$ cat config.mk
export PLATFORM = sky130hd
export DESIGN_NAME = stable_priority_task_queue_top_flat
export DESIGN_NICKNAME = d
export VERILOG_FILES = /design/src/rtl/spq_pkg.sv /design/src/rtl/spq_if.sv /design/src/rtl/spq_cell.sv /design/src/rtl/stable_priority_task_queue_top.sv /design/src/flat_wrapper.sv
export SDC_FILE = /design/constraint.sdc
export NUM_CORES = 2
export LEC_CHECK = 0
export ABC_CLOCK_PERIOD_IN_PS = 18550
export BUFFER_PORTS_ARGS = -buffer_cell sky130_fd_sc_hd__buf_2
export CAP_MARGIN = 5
export CORE_ASPECT_RATIO = 1.1
export CORE_MARGIN = 2
export CORE_UTILIZATION = 52
export DETAILED_ROUTE_END_ITERATION = 12
export GPL_TIMING_DRIVEN = 0
export PLACE_DENSITY = 0.72
export SETUP_SLACK_MARGIN = 0.2
export SLEW_MARGIN = 30
export SYNTH_ARGS = -nofsm -noshare
export SYNTH_HDL_FRONTEND = slang
export SYNTH_SLANG_ARGS = --single-unit
$ cat constraint.sdc
create_clock -name clock -period 18.55 [get_ports clock]
set_input_delay 1.855 -clock clock [delete_from_list [all_inputs] [get_ports clock]]
set_output_delay 1.855 -clock clock [all_outputs]
set_load 0.03 [all_outputs]
$ cat src/rtl/spq_pkg.sv
// ----------------------------------------------------------------------------
// spq_pkg
// Shared constants and types for the stable priority task queue.
// ----------------------------------------------------------------------------
package spq_pkg;

   localparam int DEPTH   = 16;
   localparam int CNT_W   = $clog2(DEPTH + 1);
   localparam int OCC_W   = 5;
   localparam int PRIO_W  = 8;
   localparam int WORD_W  = 32;

   localparam logic KIND_INSERT = 1'b0;
   localparam logic KIND_POP    = 1'b1;

   typedef struct packed {
      logic [PRIO_W-1:0] prio;
      logic [WORD_W-1:0] callback;
      logic [WORD_W-1:0] argument;
   } entry_type;

   // Broadcast from the top level to every cell of the chain.
   typedef struct packed {
      logic      insert_en;
      logic      pop_en;
      entry_type new_entry;
   } cell_cmd_type;

endpackage

$ cat src/rtl/spq_if.sv
// ----------------------------------------------------------------------------
// spq_if
// Valid/ready channels for queue commands and queue responses.
// ----------------------------------------------------------------------------
interface spq_req_if;
   logic                       valid;
   logic                       ready;
   logic                       kind;
   logic [spq_pkg::PRIO_W-1:0] task_priority;
   logic [spq_pkg::WORD_W-1:0] callback_handle;
   logic [spq_pkg::WORD_W-1:0] task_argument;

   modport source (output valid, kind, task_priority, callback_handle, task_argument,
                   input ready);
   modport sink   (input valid, kind, task_priority, callback_handle, task_argument,
                   output ready);
endinterface

interface spq_rsp_if;
   logic                       valid;
   logic                       ready;
   logic                       entry_valid;
   logic [spq_pkg::PRIO_W-1:0] out_priority;
   logic [spq_pkg::WORD_W-1:0] out_callback;
   logic [spq_pkg::WORD_W-1:0] out_argument;
   logic                       dropped;
   logic [spq_pkg::OCC_W-1:0]  occupancy;

   modport source (output valid, entry_valid, out_priority, out_callback, out_argument,
                   dropped, occupancy, input ready);
   modport sink   (input valid, entry_valid, out_priority, out_callback, out_argument,
                   dropped, occupancy, output ready);
endinterface

$ cat src/rtl/spq_cell.sv
// ----------------------------------------------------------------------------
// spq_cell
// One slot of the sorted shift chain: holds an entry, shifts on insert/pop.
// ----------------------------------------------------------------------------
module spq_cell (
   input  logic                  clock,
   input  spq_pkg::cell_cmd_type cmd,
   input  logic                  occupied,
   input  logic                  left_take,
   input  spq_pkg::entry_type    left_entry,
   input  spq_pkg::entry_type    right_entry,
   output logic                  take,
   output spq_pkg::entry_type    entry
);

   spq_pkg::entry_type entry_ff, entry_in;

   // New entry lands before this slot when the slot is free or lower priority.
   assign take = !occupied || (entry_ff.prio < cmd.new_entry.prio);

   always_comb begin
      entry_in = entry_ff;
      if (cmd.pop_en) begin
         entry_in = right_entry;
      end else if (cmd.insert_en) begin
         if (left_take) begin
            entry_in = left_entry;
         end else if (take) begin
            entry_in = cmd.new_entry;
         end
      end
   end

   always_ff @(posedge clock) begin
      entry_ff <= entry_in;
   end

   assign entry = entry_ff;

endmodule

$ cat src/rtl/stable_priority_task_queue_top.sv
// ----------------------------------------------------------------------------
// stable_priority_task_queue_top
// Bounded priority queue of deferred tasks, built as a sorted shift chain.
// ----------------------------------------------------------------------------
// Usage:
//   req_bus carries one command per beat: kind 0 inserts {priority, callback,
//   argument}, kind 1 pops the head. Every command beat yields exactly one
//   rsp_bus beat.
//   Inserts go behind all entries of higher or equal priority, so equal
//   priorities leave in arrival order. An insert into a full queue is dropped
//   and flagged; a pop on an empty queue returns entry_valid = 0.
//   The response beat is registered and is valid in the cycle after the
//   command beat. One command per cycle while rsp_bus is not stalled. Every
//   cell compares against the new priority in parallel and shifts in the
//   same cycle that the command is taken.
//   rsp_bus has one output register; a command is taken while it is empty or
//   being drained, so a stalled receiver back-pressures req_bus after one
//   beat.
//   Reset (synchronous, active high) empties the queue and the output
//   register. Cell contents are not cleared; the entry count masks them.
// ----------------------------------------------------------------------------
module stable_priority_task_queue_top (
   input  logic       clock,
   input  logic       reset,
   spq_req_if.sink    req_bus,
   spq_rsp_if.source  rsp_bus
);

   localparam int DEPTH = spq_pkg::DEPTH;
   localparam int CNT_W = spq_pkg::CNT_W;

   logic [CNT_W-1:0] count_ff, count_in;
   logic             rsp_valid_ff, rsp_valid_in;
   logic             entry_valid_ff, entry_valid_in;
   logic             dropped_ff, dropped_in;
   spq_pkg::entry_type out_entry_ff, out_entry_in;

   logic accept, is_pop, full, empty;
   spq_pkg::cell_cmd_type cmd;

   logic               take     [DEPTH];
   logic               occupied [DEPTH];
   spq_pkg::entry_type cell_q   [DEPTH];

   // Command side: free slot in the output register or it drains this cycle.
   assign req_bus.ready = !rsp_valid_ff || rsp_bus.ready;
   assign accept        = req_bus.valid && req_bus.ready;
   assign is_pop        = (req_bus.kind == spq_pkg::KIND_POP);
   assign full          = (count_ff == CNT_W'(DEPTH));
   assign empty         = (count_ff == '0);

   always_comb begin
      cmd.insert_en          = accept && !is_pop && !full;
      cmd.pop_en             = accept && is_pop && !empty;
      cmd.new_entry.prio     = req_bus.task_priority;
      cmd.new_entry.callback = req_bus.callback_handle;
      cmd.new_entry.argument = req_bus.task_argument;
   end

   // Chain of cells; slot 0 is the head.
   for (genvar i = 0; i < DEPTH; i++) begin : g_cell
      assign occupied[i] = (CNT_W'(i) < count_ff);

      spq_cell u_cell (
         .clock       (clock),
         .cmd         (cmd),
         .occupied    (occupied[i]),
         .left_take   ((i == 0) ? 1'b0 : take[(i == 0) ? 0 : i-1]),
         .left_entry  (cell_q[(i == 0) ? 0 : i-1]),
         .right_entry (cell_q[(i == DEPTH-1) ? i : i+1]),
         .take        (take[i]),
         .entry       (cell_q[i])
      );
   end

   always_comb begin
      count_in = count_ff;
      if (cmd.insert_en) begin
         count_in = count_ff + CNT_W'(1);
      end else if (cmd.pop_en) begin
         count_in = count_ff - CNT_W'(1);
      end
   end

   // Response register
   always_comb begin
      rsp_valid_in   = rsp_valid_ff;
      entry_valid_in = entry_valid_ff;
      dropped_in     = dropped_ff;
      out_entry_in   = out_entry_ff;
      if (accept) begin
         rsp_valid_in   = 1'b1;
         entry_valid_in = cmd.pop_en;
         dropped_in     = !is_pop && full;
         out_entry_in   = cmd.pop_en ? cell_q[0] : '0;
      end else if (rsp_bus.ready) begin
         rsp_valid_in   = 1'b0;
      end
   end

   always_ff @(posedge clock) begin
      if (reset) begin
         count_ff     <= '0;
         rsp_valid_ff <= 1'b0;
      end else begin
         count_ff     <= count_in;
         rsp_valid_ff <= rsp_valid_in;
      end
      entry_valid_ff <= entry_valid_in;
      dropped_ff     <= dropped_in;
      out_entry_ff   <= out_entry_in;
   end

   assign rsp_bus.valid        = rsp_valid_ff;
   assign rsp_bus.entry_valid  = entry_valid_ff;
   assign rsp_bus.out_priority = out_entry_ff.prio;
   assign rsp_bus.out_callback = out_entry_ff.callback;
   assign rsp_bus.out_argument = out_entry_ff.argument;
   assign rsp_bus.dropped      = dropped_ff;
   // Occupancy after the item; count_ff already holds the updated value.
   assign rsp_bus.occupancy    = spq_pkg::OCC_W'(count_ff);

endmodule

$ cat src/flat_wrapper.sv
// flat-port wrapper written by rule: the top's interface ports become plain ports
module stable_priority_task_queue_top_flat 
  (clock, reset, req_bus_valid, req_bus_kind, req_bus_task_priority, req_bus_callback_handle, req_bus_task_argument, req_bus_ready, rsp_bus_valid, rsp_bus_entry_valid, rsp_bus_out_priority, rsp_bus_out_callback, rsp_bus_out_argument, rsp_bus_dropped, rsp_bus_occupancy, rsp_bus_ready);
  spq_req_if req_bus_i ();
  spq_rsp_if rsp_bus_i ();
  input  logic clock;
  input  logic reset;
  input wire logic [$bits(req_bus_i.valid)-1:0] req_bus_valid;
  input wire logic [$bits(req_bus_i.kind)-1:0] req_bus_kind;
  input wire logic [$bits(req_bus_i.task_priority)-1:0] req_bus_task_priority;
  input wire logic [$bits(req_bus_i.callback_handle)-1:0] req_bus_callback_handle;
  input wire logic [$bits(req_bus_i.task_argument)-1:0] req_bus_task_argument;
  output wire logic [$bits(req_bus_i.ready)-1:0] req_bus_ready;
  output wire logic [$bits(rsp_bus_i.valid)-1:0] rsp_bus_valid;
  output wire logic [$bits(rsp_bus_i.entry_valid)-1:0] rsp_bus_entry_valid;
  output wire logic [$bits(rsp_bus_i.out_priority)-1:0] rsp_bus_out_priority;
  output wire logic [$bits(rsp_bus_i.out_callback)-1:0] rsp_bus_out_callback;
  output wire logic [$bits(rsp_bus_i.out_argument)-1:0] rsp_bus_out_argument;
  output wire logic [$bits(rsp_bus_i.dropped)-1:0] rsp_bus_dropped;
  output wire logic [$bits(rsp_bus_i.occupancy)-1:0] rsp_bus_occupancy;
  input wire logic [$bits(rsp_bus_i.ready)-1:0] rsp_bus_ready;
  assign req_bus_i.valid = req_bus_valid;
  assign req_bus_i.kind = req_bus_kind;
  assign req_bus_i.task_priority = req_bus_task_priority;
  assign req_bus_i.callback_handle = req_bus_callback_handle;
  assign req_bus_i.task_argument = req_bus_task_argument;
  assign req_bus_ready = req_bus_i.ready;
  assign rsp_bus_valid = rsp_bus_i.valid;
  assign rsp_bus_entry_valid = rsp_bus_i.entry_valid;
  assign rsp_bus_out_priority = rsp_bus_i.out_priority;
  assign rsp_bus_out_callback = rsp_bus_i.out_callback;
  assign rsp_bus_out_argument = rsp_bus_i.out_argument;
  assign rsp_bus_dropped = rsp_bus_i.dropped;
  assign rsp_bus_occupancy = rsp_bus_i.occupancy;
  assign rsp_bus_i.ready = rsp_bus_ready;
  stable_priority_task_queue_top u_core (.clock(clock), .reset(reset), .req_bus(req_bus_i), .rsp_bus(rsp_bus_i));
endmodule
After elaboration in Yosys (flattened, before gate mapping)
Index checks and enable logic that the tools add are counted.
{"block": "classes", "magnitude_cmp": 32, "n_bitwise": 1, "eq_ne": 1, "n_reduce_logical": 78, "addsub": 2, "n_mux": 65}
{"cell": "two-way mux 72 bit", "n": 61}
{"cell": "< comparator 8 bit", "n": 16}
{"cell": "nonzero test 3 bit", "n": 14}
{"cell": "< comparator 4 x 5 -> 1 bit (first input constant)", "n": 8}
{"cell": "AND reduction 2 bit", "n": 15}
{"cell": "zero test 1 bit", "n": 20}
{"cell": "< comparator 3 x 5 -> 1 bit (first input constant)", "n": 4}
{"cell": "logical OR 1 bit", "n": 17}
{"cell": "< comparator 1 x 5 -> 1 bit (first input constant)", "n": 2}
{"cell": "< comparator 2 x 5 -> 1 bit (first input constant)", "n": 2}
{"cell": "two-way mux 5 bit", "n": 2}
{"cell": "nonzero test 2 bit", "n": 4}
{"cell": "logical AND 1 bit", "n": 6}
{"cell": "adder 5 x 1 -> 5 bit (second input constant)", "n": 1}
{"cell": "equality test 5 bit (second input constant)", "n": 1}
{"cell": "zero test 5 bit", "n": 1}
{"cell": "subtractor 5 x 1 -> 5 bit (second input constant)", "n": 1}
{"cell": "AND reduction 3 bit", "n": 1}
{"cell": "two-way mux 1 bit", "n": 2}
{"cell": "inverter 1 bit", "n": 1}
{"block": "word_totals", "register_bits": 1232, "wordCells": 234, "inputBits": 77, "out_inout_bits": 81}

Longest topological paths before layout
{"block": "depth", "ltp_word": 7, "depth_mapped": 12, "mapped_depth_nobuf": 8}

Hierarchy
A second synthesis with hierarchy kept.
{"block": "unflattened", "cells_unflattened": 5673, "area_unflattened_um2": 65282.6}
{"mod": "spq_cell at u_core.g_cell[15].u_cell ...", "instances": 10, "cells_each": 340, "seq_area_each_um2": 2162.1, "area_each_um2": 3877.5}
{"mod": "spq_cell at u_core.g_cell[0].u_cell ...", "instances": 6, "cells_each": 340, "seq_area_each_um2": 2162.1, "area_each_um2": 3863.7}
{"mod": "stable_priority_task_queue_top", "instances": 1, "cells_each": 233, "seq_area_each_um2": 2342.2, "area_each_um2": 3325.7}

Worst setup path after synthesis
Ideal clock, no wire load.
{"block": "synth_path", "path_kind": "input to register", "from": "input port rsp_bus_ready", "to": "register u_core.g_cell[1].u_cell.entry_ff (netlist bit u_core.g_cell[1].u_cell.entry[0]), enable pin", "cell_stages": 5, "setup_time_ns": 0.545, "t_arrival_ns": 9.399, "required_time_ns": 18.005, "setup_slack_ns": 8.605, "cell_sequence": "nand2b_1 > and2_0 > nand2_1 > clkbuf_1 > a31oi_1"}
{"block": "synth_between", "elab_chain_cells": 6}
{"element": "start, declared", "line_no": "flat_wrapper.sv:21", "text": "input wire logic [$bits(rsp_bus_i.ready)-1:0] rsp_bus_ready;"}
{"element": "logical OR 1 bit *", "line_no": "stable_priority_task_queue_top.sv:46", "text": "assign req_bus.ready = !rsp_valid_ff || rsp_bus.ready;"}
{"element": "logical AND 1 bit *", "line_no": "stable_priority_task_queue_top.sv:47", "text": "assign accept = req_bus.valid && req_bus.ready;"}
{"element": "via u_core.accept", "line_no": "stable_priority_task_queue_top.sv:38", "text": "logic accept, is_pop, full, empty;"}
{"element": "logical AND 1 bit, on equally long branches (2 in series)", "line_no": "stable_priority_task_queue_top.sv:54, stable_priority_task_queue_top.sv:53"}
{"element": "nonzero test 3 bit (no line) or nonzero test 2 bit (tied branches)"}
{"element": "AND reduction 2 bit (no line) *"}
{"element": "end signal, assigned", "line_no": "spq_cell.sv:35", "text": "entry_ff <= entry_in;"}
{"element": "end, declared", "line_no": "spq_cell.sv:16", "text": "spq_pkg::entry_type entry_ff, entry_in;"}
The timed path passes the listed nets; every way through them passes the cells marked *.
A chain may end at the register's enable or synchronous reset.

Final worst setup path
{"block": "layout_path", "from": "input port req_bus_task_priority[3]", "to": "register u_core.g_cell[4].u_cell.entry_ff (netlist bit u_core.g_cell[4].u_cell.entry[29]), enable pin"}
{"block": "layout_between", "elab_chain_cells": 4}
{"element": "start, declared", "line_no": "flat_wrapper.sv:10", "text": "input wire logic [$bits(req_bus_i.task_priority)-1:0] req_bus_task_priority;"}
{"element": "< comparator 8 bit", "line_no": "spq_cell.sv:19", "text": "assign take = !occupied || (entry_ff.prio < cmd.new_entry.prio);"}
{"element": "logical OR 1 bit", "line_no": "spq_cell.sv:19"}
{"element": "nonzero test 3 bit (no line) *"}
{"element": "AND reduction 2 bit (no line) *"}
{"element": "end signal, assigned", "line_no": "spq_cell.sv:35"}
{"element": "end, declared", "line_no": "spq_cell.sv:16"}
Mark *: on every way between the ends. The rest lies on a longest branch, timed or not.

==> impl_summary.txt <==
----------------------------------------------------
[Route]
  Total Wirelength ... 252,000 µm
  Top layer reached by signal wires ... met5
  Met2 Wirelength ... 106,700 µm
  Met3 routed WL ... 33,750 µm
  Met1 Routed Length ... between 90,000 and 100,000 µm
  DRC ... 0
  TritonRoute pass-1 iters ... 7
  Via count of the routed design ... 57.88k
  1st-iter DRT viols ... 9,233
  Post-DR vias/cell ... 6.956
  Antenna Violating Nets Remaining ... 0
  Final routed wire length divided by cell count ... 30.29 µm

[Placed design]
  Final Wtd Congestion ... 0.9933
  Setup Slack @ Placement ... about 12 ns
  Final HPWL DP ... 182,800 µm
  Count of port buffers added during placement ... 86

[Critical path]
  WP buf/inv ... 5
  Critical R2R Capture ... u_core.g_cell[13].u_cell.entry[26]
  Reg2reg path depth ... 13
  Largest fanout on the critical path ... 19
  Worst reg2reg startpoint ... u_core.rsp_bus.occupancy[1]
  CP max stage cell ... sky130_fd_sc_hd__clkinv_1
  WP data required ... 19.02 ns
  Kind of launch point of the worst setup path ... primary input
  Top delay family on crit path ... buffers and inverters
  Flop-to-flop setup slack ... 13.94 ns
  Stage delay of the slowest cell on the critical path ... 0.96 ns
  Arrival time of data at the critical path endpoint ... around 7 ns
  Ordered cell list for the critical path ... clkbuf_1 > clkinv_1 > ha_1 > a2111oi_1 > o31a_1 > buf_2 > nor2_1 > a31oi_4 > buf_16 > buf_8
  Endpoint class of the critical path ... flip-flop
  Worst Path Class, Setup ... in -> reg

[Timing]
  # setup viols final ... 0
  Slack of the critical path ... 11.85 ns
  Tightest Pin Transition ... 1.086 ns
  Final-layout setup total negative slack ... 0 ns
  Setup skew after layout ... approximately 0.037 ns
  Final min period ... 6.698 ns
  RSZ-0062 raised after global routing ... no
  Part of the cycle the worst path needs ... 0.3611
  Final hold slack ... 0.5398 ns
  Number of endpoints with negative hold slack in the final report ... 0
  Highest attainable clock frequency ... 149.3 MHz
  Count of final max-slew check failures ... 0
  Worst slew margin ... 0.2762

[Yosys]
  Area share of and/or/nand/nor cells after synthesis ... 0.1268
  Synth Area in XOR/XNOR ... 0.0005537
  Largest family of logic cells by synthesized area ... compound AO/OA/AOI/OAI gates
  Mux cell area share after synthesis ... 0.01297
  Share of flip-flops with an asynchronous set or reset after synthesis ... 0
  Synthesized instance count ... 6,223
  Synth Area per Inst ... 10.17 µm²
  Most frequently used flop master after synthesis ... sky130_fd_sc_hd__edfxtp_1
  Number of synthesized flops with an enable pin ... 1,226
  Post-synthesis cell area ... 63,270 µm²
  Yosys warnings ... 0
  Adder-Cell Fraction of Synth Area ... 0.02294
  Count of distinct cell types in the synthesized netlist ... 53
  FF+latch count, synth ... 1,232
  Fraction of the mapped netlist area in compound gates ... 0.2083
  Portion of the post-synthesis area used by sequential elements ... 0.5837
  Syn nets ... 6,416

[Clock tree]
  Clock tree from TritonCTS ... done
  H-tree level count ... 4
  Number of buffers inserted by hold repair at cts ... 0
  Clk pin slew, worst setup/hold paths ... 0.06 ns
  Clock tree sinks ... 1,232
  CTS buffer count ... 136
  Clock insertion delay at the later pin of the skew report ... 0.82 ns
  Buffer depth of the longest clock path ... 3
  Total of cells resized after clock tree synthesis ... 0
  Library cell used as clock root buffer ... sky130_fd_sc_hd__clkbuf_16
  Post-CTS Repair Setup Buffers ... 0

[Global routing]
  Largest net degree at the start of global routing ... 36
  Total gr overflow ... 0
  Vias in the first global route ... 55.57k
  Wire length of the first global-routing pass ... 362,200 µm
  GRT Resource Usage Total ... 0.3974
  Antenna violations before repair ... 29

[Hold path]
  Hold_sp ... u_core.g_cell[1].u_cell.entry[26]
  Class of the tightest hold or removal check ... reg -> reg
  Instance count along the most critical hold path ... 2
  Worst-case hold path end point ... u_core.g_cell[0].u_cell.entry[26]

[Finish]
  Layout overhead on the synthesized area ... 14.29%
  Commonest cells after routing, fill and taps aside ... sky130_fd_sc_hd__edfxtp_1 (1,226), sky130_fd_sc_hd__nand2_1 (734), sky130_fd_sc_hd__a21oi_1 (638)
  Fraction of final layout cells sized beyond drive strength 1 ... 0.1056
  Footprint of the multi-input gates ... 23,930 µm²
  Net total in the final layout ... 6,735
  Area taken by flip-flops and latches ... 36,940 µm²
  Fillers ... 10.34k
  Most common library cell in the layout ignoring fill and taps ... sky130_fd_sc_hd__edfxtp_1
  Core utilization of the finished layout ... 0.5974

[Pwr]
  Leakage power summed over all cells ... 24.48 nW
  Peak VDD IR ... 0.1176 mV
  Pwr Density ... ~160 nW/µm²
  Overall power consumption ... 11.39 mW

[Floorplanning]
  Initial core utilization ... 0.5227
  X dimension of the die ... 336.6 µm
  I/O Pins ... about 160
  Core footprint ... 121,100 µm²
  Area enclosed by the die boundary ... 124,500 µm²
  Row count ... 134
  Die height ... 369.9 µm

[Flow run]
  Reported max-cap violation count ... 0

[Run status]
  Run status ... completed

----------------------------------------------------
tightest hold or removal path, cell delays in order (launching register included):
cell and delay (ns):
sky130_fd_sc_hd__edfxtp_1 0.34, sky130_fd_sc_hd__nand2_1 0.05, sky130_fd_sc_hd__nand2_1 0.05
area by class of cell:
cell class | count | share of cell area
Sequential cell | 1232 | 0.5107
Multi-Input combinational cell | 4314 | 0.3309
Clock buffer | 169 | 0.05113
Buffer | 663 | 0.03867
Timing Repair Buffer | 181 | 0.03012
Tap cell | 1632 | 0.02824
Clock inverter | 73 | 0.007941
Antenna cell | 43 | 0.001488
Inverter | 14 | 0.0007267
metrics by stage:
stage | instance area [µm²] | instances
2_1_floorplan | 63270 | 6223
3_3_place_gp | 65750 | 7941
3_5_place_dp | 67930 | 8036
4_1_cts | 72200 | 8278
5_1_grt | 72240 | 8290
6_report | 72320 | 8321
routing by layer:
metal | GRT usage | vias to the layer above
met4 | 0.2806 | 18
met2 | 0.5673 | 4681
li1 | - | 24200
met5 | 0 | -
met1 | 0.5067 | 28070
met3 | 0.1345 | 907
cell usage after synthesis, types with 2 or more instances:
cell | n | area (µm²)
sky130_fd_sc_hd__and4_1 | 2 | 17.52
sky130_fd_sc_hd__a211oi_1 | 2 | 15.01
sky130_fd_sc_hd__o31a_1 | 9 | 78.83
sky130_fd_sc_hd__mux2_2 | 52 | 585.6
sky130_fd_sc_hd__a21oi_1 | 644 | 3223
sky130_fd_sc_hd__a21o_1 | 4 | 30.03
sky130_fd_sc_hd__a211o_1 | 2 | 17.52
sky130_fd_sc_hd__mux2_1 | 20 | 225.2
sky130_fd_sc_hd__nor3b_1 | 2 | 15.01
sky130_fd_sc_hd__nand3_1 | 458 | 2292
sky130_fd_sc_hd__o31ai_1 | 6 | 45.04
sky130_fd_sc_hd__o21ai_0 | 529 | 2648
sky130_fd_sc_hd__a2111o_1 | 7 | 78.83
sky130_fd_sc_hd__a31oi_1 | 518 | 3241
sky130_fd_sc_hd__ha_1 | 116 | 1451
sky130_fd_sc_hd__o211ai_1 | 456 | 3423
sky130_fd_sc_hd__dfxtp_1 | 6 | 120.1
sky130_fd_sc_hd__and2_1 | 73 | 456.7
sky130_fd_sc_hd__a2111oi_0 | 8 | 70.07
sky130_fd_sc_hd__buf_4 | 2 | 15.01
sky130_fd_sc_hd__xor2_1 | 3 | 26.28
sky130_fd_sc_hd__inv_1 | 12 | 45.04
sky130_fd_sc_hd__buf_1 | 31 | 116.4
sky130_fd_sc_hd__nand2_1 | 737 | 2766
sky130_fd_sc_hd__a32o_1 | 6 | 60.06
sky130_fd_sc_hd__nor3_1 | 4 | 20.02
sky130_fd_sc_hd__o21ai_1 | 2 | 10.01
sky130_fd_sc_hd__buf_2 | 218 | 1091
sky130_fd_sc_hd__nand4_1 | 13 | 81.33
sky130_fd_sc_hd__nor2_1 | 581 | 2181
sky130_fd_sc_hd__nand2b_1 | 23 | 143.9
sky130_fd_sc_hd__a32oi_1 | 6 | 52.55
sky130_fd_sc_hd__clkbuf_1 | 411 | 1543
sky130_fd_sc_hd__edfxtp_1 | 1226 | 36820
sky130_fd_sc_hd__or2_2 | 2 | 12.51
sky130_fd_sc_hd__o21a_1 | 15 | 112.6
flip-flops by register name, indices dropped and copies added (netlist names):
register and flops:
u_core.g_cell.u_cell.entry 1152, u_core.rsp_bus.out_argument 32, u_core.rsp_bus.out_callback 32, u_core.rsp_bus.out_priority 8, u_core.rsp_bus.occupancy 5, u_core.rsp_bus.dropped 1, u_core.rsp_bus.entry_valid 1, u_core.rsp_bus.valid 1
logic make-up (layout without fill, tap and decap cells):
family	Yosys count	count (layout)
AO/OA/AOI/OAI	2221	2221
XOR/XNOR	4	4
adder cells (fa/ha/maj)	116	116
buffers and inverters	677	1100
flip-flops	1232	1232
multiplexers	73	73
other	0	43
AND/OR/NAND/NOR	1900	1900
how the worst max path moves through the flow:
stage / slack, ns / start / cells past startpoint / to
2_1_floorplan: 8.61 / rsp_bus_ready / 5 / u_core.g_cell[1].u_cell.entry[0]
3_3_place_gp: 2.10 / rsp_bus_ready / 6 / u_core.g_cell[14].u_cell.entry[26]
3_5_place_dp: 11.83 / req_bus_task_priority[3] / 10 / u_core.g_cell[4].u_cell.entry[29]
4_1_cts: 12.65 / req_bus_task_priority[3] / 10 / u_core.g_cell[4].u_cell.entry[29]
5_1_grt: 11.95 / req_bus_task_priority[3] / 10 / u_core.g_cell[4].u_cell.entry[29]
6_report: 11.85 / req_bus_task_priority[3] / 10 / u_core.g_cell[4].u_cell.entry[29]
report_power, final:
| group | total [mW] | switching (mW) | internal, mW |
|---|---|---|---|
| combinational | 4.04 | 2.85 | 1.20 |
| clock | 2.71 | 1.20 | 1.51 |
| sequential | 4.64 | 0.428 | 4.21 |
Note: power is estimated with default switching activity, not from simulation.
